`src/rtl/core/ili_pkg.sv`:
```
package ili_pkg;

    localparam int MAX_SEGMENTS = 16;
    localparam int VALUE_WIDTH  = 32;

    // pointer/address width and count width (count must hold MAX_SEGMENTS itself)
    localparam int IDX_W   = (MAX_SEGMENTS > 1) ? $clog2(MAX_SEGMENTS) : 1;
    localparam int CNT_W   = $clog2(MAX_SEGMENTS + 1);
    localparam int ENTRY_W = 2 * VALUE_WIDTH + 2;

    typedef logic [VALUE_WIDTH-1:0] t_bound;
    typedef logic [CNT_W-1:0]       t_count;
    typedef logic [IDX_W-1:0]       t_index;

    typedef enum logic [1:0] {
        ACT_LOAD_FIRST  = 2'd0,
        ACT_LOAD_SECOND = 2'd1,
        ACT_INTERSECT   = 2'd2
    } t_action;

    // one stored interval
    typedef struct packed {
        t_bound hi;
        t_bound lo;
        logic   hc;
        logic   lc;
    } t_entry;

    // evaluation of one walk step
    typedef struct packed {
        t_bound lo;
        t_bound hi;
        logic   lc;
        logic   hc;
        logic   piece;      // non-empty piece found at this step
        logic   adv_first;  // advance the first-list pointer, else the second
    } t_step;

endpackage

```
`src/rtl/core/ili_ram.sv`:
```
module ili_ram #(
    parameter int WIDTH = 8,
    parameter int DEPTH = 16
) (
    input  logic                                       i_clk,
    input  logic                                       i_we,
    input  logic [((DEPTH > 1) ? $clog2(DEPTH) : 1)-1:0] i_waddr,
    input  logic [WIDTH-1:0]                           i_wdata,
    input  logic [((DEPTH > 1) ? $clog2(DEPTH) : 1)-1:0] i_raddr,
    output logic [WIDTH-1:0]                           o_rdata
);

    logic [WIDTH-1:0] r_mem [DEPTH];

    always_ff @(posedge i_clk) begin
        if (i_we) begin
            r_mem[i_waddr] <= i_wdata;
        end
        o_rdata <= r_mem[i_raddr];
    end

endmodule

```
`src/rtl/core/ili_step.sv`:
```
module ili_step (
    input  ili_pkg::t_entry i_first,
    input  ili_pkg::t_entry i_second,
    output ili_pkg::t_step  o_step
);

    import ili_pkg::*;

    logic skip;
    logic empty;

    always_comb begin
        // second interval ends before first starts: no overlap, just advance
        skip = $signed(i_second.hi) < $signed(i_first.lo);

        o_step.adv_first = ($signed(i_first.hi) < $signed(i_second.hi)) ||
                           ((i_first.hi == i_second.hi) && !i_first.hc && i_second.hc);

        // lower end: larger bound, closed on a tie only if both closed
        if ($signed(i_first.lo) > $signed(i_second.lo)) begin
            o_step.lo = i_first.lo;
            o_step.lc = i_first.lc;
        end else if (i_first.lo == i_second.lo) begin
            o_step.lo = i_first.lo;
            o_step.lc = i_first.lc & i_second.lc;
        end else begin
            o_step.lo = i_second.lo;
            o_step.lc = i_second.lc;
        end

        // upper end: smaller bound, closed on a tie only if both closed
        if ($signed(i_first.hi) < $signed(i_second.hi)) begin
            o_step.hi = i_first.hi;
            o_step.hc = i_first.hc;
        end else if (i_first.hi == i_second.hi) begin
            o_step.hi = i_first.hi;
            o_step.hc = i_first.hc & i_second.hc;
        end else begin
            o_step.hi = i_second.hi;
            o_step.hc = i_second.hc;
        end

        if (o_step.lo == o_step.hi) begin
            empty = !(o_step.lc && o_step.hc);
        end else begin
            empty = $signed(o_step.lo) > $signed(o_step.hi);
        end

        o_step.piece = !skip && !empty;
    end

endmodule

```
`src/rtl/core/interval_list_intersect_top.sv`:
```
// Channel   Direction  Handshake            Payload
// request   in         start && !busy       i_action, i_low_value, i_high_value,
//                                           i_low_closed, i_high_closed
// result    out        o_strobe (1 cycle)   o_out_low, o_out_high, o_out_low_closed,
//                                           o_out_high_closed, o_empty_result,
//                                           o_load_dropped, o_last
//
// A load request leaves busy low, so loads may come every cycle.
// An intersect request holds busy through the walk and the finish state; the number of walk
// steps is at most first_count + second_count - 1, one step per cycle, set by the
// registered reads of the two list memories feeding the step compare.
// Reset (synchronous, active low) clears counts, drop flag and control; list
// memories are not cleared and need no clearing pass.
// The receiver cannot stall: each result shows for exactly one cycle.
module interval_list_intersect_top (
    input  logic                                i_clk,
    input  logic                                i_rst_n,
    input  logic                                start,
    output logic                                busy,
    input  logic [1:0]                          i_action,
    input  logic signed [ili_pkg::VALUE_WIDTH-1:0] i_low_value,
    input  logic signed [ili_pkg::VALUE_WIDTH-1:0] i_high_value,
    input  logic                                i_low_closed,
    input  logic                                i_high_closed,
    output logic                                o_strobe,
    output logic signed [ili_pkg::VALUE_WIDTH-1:0] o_out_low,
    output logic signed [ili_pkg::VALUE_WIDTH-1:0] o_out_high,
    output logic                                o_out_low_closed,
    output logic                                o_out_high_closed,
    output logic                                o_empty_result,
    output logic                                o_load_dropped,
    output logic                                o_last
);

    import ili_pkg::*;

    typedef enum logic [1:0] {
        S_IDLE,
        S_WALK,
        S_FINISH
    } t_state;

    t_state r_state;

    // list fill counts, walk pointers, drop flag
    t_count r_cnt_a;
    t_count r_cnt_b;
    t_count r_i;
    t_count r_j;
    logic   r_dropped;

    // pending piece: held back until the next piece is found so the final one can carry last
    logic   r_pend_valid;
    t_bound r_pend_lo;
    t_bound r_pend_hi;
    logic   r_pend_lc;
    logic   r_pend_hc;

    logic   accept;
    logic   load_a;
    logic   load_b;
    logic   run;
    logic   full_a;
    logic   full_b;
    t_entry wr_entry;
    t_entry rd_first;
    t_entry rd_second;
    t_step  step;
    t_count n_i;
    t_count n_j;
    logic   walk_done;
    t_index raddr_a;
    t_index raddr_b;

    assign busy   = (r_state != S_IDLE);
    assign accept = start && !busy;
    assign load_a = accept && (i_action == ACT_LOAD_FIRST);
    assign load_b = accept && (i_action == ACT_LOAD_SECOND);
    assign run    = accept && (i_action == ACT_INTERSECT);
    assign full_a = (r_cnt_a == t_count'(MAX_SEGMENTS));
    assign full_b = (r_cnt_b == t_count'(MAX_SEGMENTS));

    always_comb begin
        wr_entry.lo = i_low_value;
        wr_entry.hi = i_high_value;
        wr_entry.lc = i_low_closed;
        wr_entry.hc = i_high_closed;
    end

    // evaluate the current pair of intervals
    ili_step u_step (
        .i_first  (rd_first),
        .i_second (rd_second),
        .o_step   (step)
    );

    // advance one pointer; feed the new pointers straight to the read ports
    always_comb begin
        n_i       = r_i + t_count'(step.adv_first);
        n_j       = r_j + t_count'(!step.adv_first);
        walk_done = (n_i >= r_cnt_a) || (n_j >= r_cnt_b);
        if (r_state == S_WALK) begin
            raddr_a = n_i[IDX_W-1:0];
            raddr_b = n_j[IDX_W-1:0];
        end else begin
            raddr_a = '0;
            raddr_b = '0;
        end
    end

    ili_ram #(
        .WIDTH (ENTRY_W),
        .DEPTH (MAX_SEGMENTS)
    ) u_first_mem (
        .i_clk   (i_clk),
        .i_we    (load_a && !full_a),
        .i_waddr (r_cnt_a[IDX_W-1:0]),
        .i_wdata (wr_entry),
        .i_raddr (raddr_a),
        .o_rdata (rd_first)
    );

    ili_ram #(
        .WIDTH (ENTRY_W),
        .DEPTH (MAX_SEGMENTS)
    ) u_second_mem (
        .i_clk   (i_clk),
        .i_we    (load_b && !full_b),
        .i_waddr (r_cnt_b[IDX_W-1:0]),
        .i_wdata (wr_entry),
        .i_raddr (raddr_b),
        .o_rdata (rd_second)
    );

    always_ff @(posedge i_clk) begin
        if (!i_rst_n) begin
            r_state      <= S_IDLE;
            r_cnt_a      <= '0;
            r_cnt_b      <= '0;
            r_i          <= '0;
            r_j          <= '0;
            r_dropped    <= 1'b0;
            r_pend_valid <= 1'b0;
            o_strobe     <= 1'b0;
            o_last       <= 1'b0;
        end else begin
            unique case (r_state)
                S_IDLE: begin
                    o_strobe <= 1'b0;
                    o_last   <= 1'b0;
                    // store loads at the fill count; drop and flag when full
                    if (load_a) begin
                        if (full_a) begin
                            r_dropped <= 1'b1;
                        end else begin
                            r_cnt_a <= r_cnt_a + t_count'(1);
                        end
                    end
                    if (load_b) begin
                        if (full_b) begin
                            r_dropped <= 1'b1;
                        end else begin
                            r_cnt_b <= r_cnt_b + t_count'(1);
                        end
                    end
                    if (run) begin
                        r_i          <= '0;
                        r_j          <= '0;
                        r_pend_valid <= 1'b0;
                        // entry 0 of both lists is read this cycle
                        if ((r_cnt_a == '0) || (r_cnt_b == '0)) begin
                            r_state <= S_FINISH;
                        end else begin
                            r_state <= S_WALK;
                        end
                    end
                end
                S_WALK: begin
                    o_strobe <= step.piece && r_pend_valid;
                    o_last   <= 1'b0;
                    if (step.piece) begin
                        // release the previous piece, hold the new one
                        if (r_pend_valid) begin
                            o_out_low         <= r_pend_lo;
                            o_out_high        <= r_pend_hi;
                            o_out_low_closed  <= r_pend_lc;
                            o_out_high_closed <= r_pend_hc;
                            o_empty_result    <= 1'b0;
                            o_load_dropped    <= r_dropped;
                        end
                        r_pend_valid <= 1'b1;
                        r_pend_lo    <= step.lo;
                        r_pend_hi    <= step.hi;
                        r_pend_lc    <= step.lc;
                        r_pend_hc    <= step.hc;
                    end
                    r_i <= n_i;
                    r_j <= n_j;
                    if (walk_done) begin
                        r_state <= S_FINISH;
                    end
                end
                S_FINISH: begin
                    // final result: the held piece, or the empty marker
                    o_strobe       <= 1'b1;
                    o_last         <= 1'b1;
                    o_load_dropped <= r_dropped;
                    if (r_pend_valid) begin
                        o_out_low         <= r_pend_lo;
                        o_out_high        <= r_pend_hi;
                        o_out_low_closed  <= r_pend_lc;
                        o_out_high_closed <= r_pend_hc;
                        o_empty_result    <= 1'b0;
                    end else begin
                        o_out_low         <= '0;
                        o_out_high        <= '0;
                        o_out_low_closed  <= 1'b0;
                        o_out_high_closed <= 1'b0;
                        o_empty_result    <= 1'b1;
                    end
                    // clear both lists and the drop flag
                    r_cnt_a      <= '0;
                    r_cnt_b      <= '0;
                    r_dropped    <= 1'b0;
                    r_pend_valid <= 1'b0;
                    r_state      <= S_IDLE;
                end
                default: begin
                    o_strobe <= 1'b0;
                    o_last   <= 1'b0;
                    r_state  <= S_IDLE;
                end
            endcase
        end
    end

    a_last_frees: assert property (@(posedge i_clk) disable iff (!i_rst_n)
        o_strobe && o_last |-> !busy && (r_cnt_a == '0) && (r_cnt_b == '0))
        else $error("lists not cleared after final result");

    a_walk_in_range: assert property (@(posedge i_clk) disable iff (!i_rst_n)
        (r_state == S_WALK) |-> (r_i < r_cnt_a) && (r_j < r_cnt_b))
        else $error("walk pointer beyond list count");

    a_empty_is_last: assert property (@(posedge i_clk) disable iff (!i_rst_n)
        o_strobe && o_empty_result |-> o_last)
        else $error("empty marker not on final result");

    a_count_bound: assert property (@(posedge i_clk) disable iff (!i_rst_n)
        (r_cnt_a <= t_count'(MAX_SEGMENTS)) && (r_cnt_b <= t_count'(MAX_SEGMENTS)))
        else $error("list count above capacity");

    a_no_result_idle: assert property (@(posedge i_clk) disable iff (!i_rst_n)
        (r_state == S_IDLE) && !run |=> !o_strobe)
        else $error("result without a running request");

endmodule
```
`config.mk`:
```
export PLATFORM = sky130hd
export DESIGN_NAME = interval_list_intersect_top
export DESIGN_NICKNAME = d
export VERILOG_FILES = /design/src/rtl/core/ili_pkg.sv /design/src/rtl/core/ili_ram.sv /design/src/rtl/core/ili_step.sv /design/src/rtl/core/interval_list_intersect_top.sv
export SDC_FILE = /design/constraint.sdc
export NUM_CORES = 2
export LEC_CHECK = 0
export BUFFER_PORTS_ARGS = -buffer_cell sky130_fd_sc_hd__clkbuf_2
export CORE_MARGIN = 2
export CORE_UTILIZATION = 45
export DETAILED_ROUTE_END_ITERATION = 10
export PLACE_DENSITY_LB_ADDON = 0.05
export SYNTH_ARGS = -nofsm -noshare
export SYNTH_HDL_FRONTEND = slang
export SYNTH_HIERARCHICAL = 1
export SYNTH_SLANG_ARGS = --single-unit
```
`constraint.sdc`:
```
create_clock -name i_clk -period 15.3 [get_ports i_clk]
set_input_delay 3.06 -clock i_clk [delete_from_list [all_inputs] [get_ports i_clk]]
set_output_delay 3.06 -clock i_clk [all_outputs]
set_load 0.01 [all_outputs]
```
* Word-level counts from Yosys, hierarchy flattened
Memory sizes are Yosys's and may differ from the RTL's. A register that Yosys moved wholly into a read port is not among the register bits. Index checks and enable logic that the tools add are counted. Widths: inputs -> output; s select.
Cells by class: $add $sub $neg 4, magnitude comparators 6, equal/unequal tests 17, muxes and demuxes 61, bitwise operators 2, reductions and logical operators 38
Operator list (count):
- $mux 32 | 10
- $pmux 32 s2 | 2
- $eq 32x32->1 | 3
- $gt 32x32->1 | 2
- $lt 32x32->1 | 2
- $pmux 5 s2 | 4
- $mux 1 | 27
- $mux 5 | 5
- $ne 2x2->1 const B | 8
- $pmux 1 s2 | 6
- $reduce_and 3->1 | 4
- $logic_and 1x1->1 | 11
- $add 5x1->5 | 2
- $add 5x1->5 const B | 2
- $eq 5x5->1 const B | 2
- $ge 5x5->1 | 2
- $logic_not 5->1 | 2
- $logic_not 1->1 | 8
- $mux 4 | 2
- $reduce_bool 2->1 | 4
- $mux 2 | 3
- $eq 2x1->1 const B | 2
- $eq 2x2->1 const B | 2
- $logic_not 2->1 | 2
- 7 further kinds | 11
Storage, ports and cells: register bits after elaboration 160, memory bits (writable) 2112, input port bits 71, output and inout bits 71, word-level logic and storage cells 149, memories kept 2
Memories:
- u_first_mem.r_mem | words 16, bits a word 66, rd ports 1, clocked after Yosys merged registers in 1, write ports 1, line ili_ram.sv:13 | logic [WIDTH-1:0] r_mem [DEPTH];
- u_second_mem.r_mem | words 16, bits a word 66, rd ports 1, clocked after Yosys merged registers in 1, write ports 1, line ili_ram.sv:13

* Depth between registers and ports, before layout
word-level depth 10, depth in mapped cells 23

* Hierarchy
The synthesis kept the hierarchy.
Modules (own cells, without submodules):
- ili_ram | times used 2, cells an instance 1698, area each 40800.4 um^2
- interval_list_intersect_top | times used 1, cells an instance 409, area each 6226.0 um^2
- ili_step | times used 1, cells an instance 577, area each 4023.9 um^2

* Worst setup path before layout
No wires, ideal clock.
path type input port to flip-flop, from in i_action[1], to mem u_first_mem/r_mem[0][0] (netlist bit) (enable), setup time 0.571 ns, arrival time 8.610 ns, setup slack 6.119 ns, stages on the path 4, cells stage by stage nand3b_2 -> nor3_1 -> or3b_2 -> nor3_1
On the way: cells in the longest elaborated chain, start to end 5
RTL lines:
- from (decl) | line interval_list_intersect_top.sv:20 | input logic [1:0] i_action,
- $logic_not 2->1 | line interval_list_intersect_top.sv:77 | assign load_a = accept && (i_action == ACT_LOAD_FIRST);
- $logic_and 1x1->1 | line interval_list_intersect_top.sv:77
- $logic_and 1x1->1 | line interval_list_intersect_top.sv:116 | .i_we (load_a && !full_a),
- $mux 1 | line ili_ram.sv:16 | if (i_we) begin
- $mux 1 (not written as such) | line ili_ram.sv:17 | r_mem[i_waddr] <= i_wdata;
- to (decl) | line ili_ram.sv:13
No other way between the ends.

==> Implementation_results.wiki <==
{| class="wikitable"
! Metric !! Value
|-
| Setup crit start kind || register
|-
| Total of flip-flops plus latches after synthesis || approximately 2400
|-
| GRT Overall Usage || roughly a quarter
|-
| ANT nets after route || 0
|-
| Synth cell types || just under 70
|-
| Final period util || between 40% and 50%
|-
| Clock transition at the registers of the reported paths || ~0.06 ns
|-
| Initial DRC count || between 4000 and 5000
|-
| Final weighted congestion in routability-driven placement || just under 0.9
|-
| # Post-CTS Setup Buffers || 0
|-
| Starting utilization of the core area || approximately 45%
|-
| Leakage power figure || about 34 nW
|-
| Maximum Capacitance Violations || 0
|-
| Number of top-level design ports || roughly 140
|-
| Fraction of synthesis flops using an asynchronous set or reset pin || 0%
|-
| Number of warning messages in the yosys log || 6
|-
| Highest attainable clock frequency || 139 MHz
|-
| Delay of the slowest cell on the worst path || between 0.8 and 0.9 ns
|-
| Post-cts sizing count || 0
|-
| Number of detailed-routing iterations run before antenna repair || 5
|-
| Die height || between 400 and 500 um
|-
| Number of design rule violations left after detail routing || 0
|-
| Clock period minus worst slack || 7.21 ns
|-
| Power density of the placed cells || ~130 nW/um2
|-
| Mean instance size in the synthesized netlist || roughly 21 um2
|-
| Largest net degree at the start of global routing || 104
|-
| Vias per inst || 5.93
|-
| Dominant cell type by area after synthesis || sky130_fd_sc_hd__edfxtp_1
|-
| Instance count of the mapped netlist || between 4000 and 5000
|-
| Count of non-filler cells in the finished layout || about 7600
|-
| Area of the mapped netlist || 91900 um2
|-
| Data arrival time of the critical path || 7.74 ns
|-
| Required time at the worst-slack endpoint || 15.82 ns
|-
| Average wire per cell in the routed design || 34.0 um
|-
| Cts-stage hold buffer count || 0
|-
| Remaining max-slew budget at the tightest pin || roughly a fifth
|-
| Nets || between 4000 and 5000
|-
| Post-detailed-placement half-perimeter wirelength || around 150000 um
|-
| Layout-stage area growth over the synthesis result || 13.6%
|-
| Kind of critical path || register to register
|-
| Total global routing overflow || 0
|-
| Final standard cell utilization of the core || between 50% and 60%
|-
| Total clock buffers created by CTS || about 280
|-
| Nature of the critical path endpoint || register
|-
| Total power || about 14 mW
|-
| Number of buffers on the longest clock path || 4
|-
| CP Max Fanout || 68
|-
| Proportion of synthesized chip area in sequential cells || about three quarters
|-
| Width of the chip || ~460 um
|-
| Die ar. || just over 200000 um2
|-
| Ordered list of cells on the worst path || inv_1, ha_1, nand4_1, nor4_1, nor2_1, a31oi_1, mux2i_4, buf_4, o21ai_0, ha_1, nand4_1, nor3_1, nand4_1, nor3_1, o31ai_1, o211ai_1, xnor2_1, o22ai_1, nand3_1, o21ai_0, and2_4
|-
| Leading cell types in the layout, fill and taps excluded || 2246 x sky130_fd_sc_hd__edfxtp_1, 528 x sky130_fd_sc_hd__mux4_2, 284 x sky130_fd_sc_hd__clkbuf_16
|-
| Num rows || approximately 170
|-
| Slowest stage cell on the critical path || sky130_fd_sc_hd__and2_4
|-
| Routed Wire Length || 257000 um
|-
| Share of layout cells above drive strength 1 || 24.4%
|-
| Vias in the first global route || approximately 46000
|-
| Skew final || around 0.050 ns
|-
| Number of antenna violations at the first check in global routing || 21
|-
| RSZ-0062 raised after global routing || no
|-
| Final hold vios || 0
|-
| Min-delay worst type || register to register
|-
| Most frequent standard cell in the layout excluding fill and tap cells || sky130_fd_sc_hd__edfxtp_1
|-
| Most area-consuming cells after synthesis || sky130_fd_sc_hd__edfxtp_1 73%, sky130_fd_sc_hd__mux4_2 13%, sky130_fd_sc_hd__dfxtp_1 3.4%, sky130_fd_sc_hd__a22oi_1 2.2%, sky130_fd_sc_hd__ha_1 2.0%
|-
| Placement Setup Slack || about 8.1 ns
|-
| Min setup slack post-route || just over 8 ns
|-
| Post-Synthesis Net Count || 4601
|-
| Level count of the clock H-tree || 5
|-
| Fin Setup TNS || 0 ns
|-
| Result of the run || finished, final reports clean
|-
| Root buffer cell || sky130_fd_sc_hd__clkbuf_16
|-
| Clock tree from TritonCTS || done
|-
| Fin. max-slew vios || 0
|-
| Share of Yosys cell area claimed by the top area cell type || between 70% and 80%
|-
| Worst supply voltage drop on vdd || between 0.1 and 0.15 mV
|-
| Clock latency at the later pin of the worst-skew pair || 0.93 ns
|-
| Buffers added on ports || between 100 and 150
|-
| First-pass GRT wire length || 359000 um
|-
| Area of the core || slightly above 200000 um2
|-
| Total vias in the final route || roughly 45000
|-
| Ys flop type || sky130_fd_sc_hd__edfxtp_1
|-
| Cell repeated most along the worst path || sky130_fd_sc_hd__nand4_1
|-
| Setup violations, final || 0
|-
| Placed Instances || a little over 7000
|-
| Transition time of the tightest slew-check pin || approximately 1.2 ns
|-
| Post-synth EDFFs || approximately 2200
|-
| Number of sinks on the clock net || between 2000 and 2500
|}
layer usage:
metal | wire (um) | track usage (%) | vias to the layer above | part of all wire, %
met1 | 109000 | 34.3 | 24494 | 42
met2 | 128000 | 41.1 | 1368 | 50
met5 | 57 | 0 | - | 0.022
met4 | 6480 | 6.59 | 10 | 2.5
met3 | 13900 | 3.49 | 356 | 5.4
li1 | - | - | 18700 | -
area by class of cell:
cell class / instances / area (um2)
Antenna cell: 8 / 20.0
Clock buffer: 371 / 7580
Clock inverter: 90 / 666
Fill cell: 15934 / 98200
Inverter: 159 / 597
Multi-Input combinational cell: 1623 / 19900
Sequential cell: 2404 / 70600
Tap cell: 2672 / 3340
Timing Repair Buffer: 246 / 1590
cell usage after synthesis, types with 15 or more instances:
cell type / instances
sky130_fd_sc_hd__nand4_1: 31
sky130_fd_sc_hd__nand2_1: 199
sky130_fd_sc_hd__a21oi_1: 49
sky130_fd_sc_hd__a22oi_1: 272
sky130_fd_sc_hd__dfxtp_1: 158
sky130_fd_sc_hd__buf_4: 33
sky130_fd_sc_hd__mux4_2: 528
sky130_fd_sc_hd__mux2i_1: 35
sky130_fd_sc_hd__ha_1: 148
sky130_fd_sc_hd__buf_6: 18
sky130_fd_sc_hd__inv_1: 154
sky130_fd_sc_hd__nor2_1: 50
sky130_fd_sc_hd__buf_1: 28
sky130_fd_sc_hd__and2_1: 80
sky130_fd_sc_hd__o21ai_0: 57
sky130_fd_sc_hd__nor3_1: 15
sky130_fd_sc_hd__edfxtp_1: 2246
sky130_fd_sc_hd__nand3_1: 16
sky130_fd_sc_hd__clkbuf_1: 97
sky130_fd_sc_hd__nor2b_1: 20
sky130_fd_sc_hd__buf_2: 20
through the flow:
step	cell area, um2	hold WS [ns]
finish	104000	0.456
global route	104000	0.479
global placement	96100	0.457
CTS	104000	0.463
floorplan	91900	0.409
detailed placement	96100	0.457
state kept, by name, summed over array words and instances (netlist names), 2 cells and up:
name	count
r_cnt_b	5
r_j	5
r_pend_lo	32
r_state	2
r_i	5
o_out_low	32
r_pend_hi	32
u_first_mem/r_mem	1056
r_cnt_a	5
u_first_mem/o_rdata	66
u_second_mem/o_rdata	66
u_second_mem/r_mem	1056
o_out_high	32
worst max-delay path, delay by kind of cell (launching register included):
family / cells / cell delay, ns
xor+xnor: 1 / 0.09
buf+inv: 2 / 0.50
simple gates: 9 / 2.92
compound gates: 6 / 1.57
flops: 1 / 0.30
fa+ha+maj: 2 / 0.71
mux: 1 / 0.68
logic make-up after synthesis:
kind of cell | synth area share [%]
and+or+nand+nor | 2.42
muxes | 13.4
DFF | 76.9
adders and majority gates | 2.02
AOI/OAI and AO/OA | 3.42
buffers and inverters | 1.76
xor gates and xnor gates | 0.114
where the power goes:
| group | switching (mW) | internal (mW) |
|---|---|---|
| registers | 0.0234 | 7.23 |
| clock network | 2.52 | 3.60 |
| logic | 0.251 | 0.0933 |
| total | 2.79 | 10.9 |
worst paths after layout:
check / start / endpoint / slack [ns] / depth (start not counted)
worst max-delay path: u_second_mem/o_rdata[21] / o_out_low[19] / 8.09 / 21
worst min-delay path: r_dropped / o_load_dropped / 0.46 / 0
worst max register to register: u_second_mem/o_rdata[21] / o_out_low[19] / 8.09 / 21
worst min register to register: r_dropped / o_load_dropped / 0.46 / 0
Note: power is estimated with default switching activity, not from simulation.
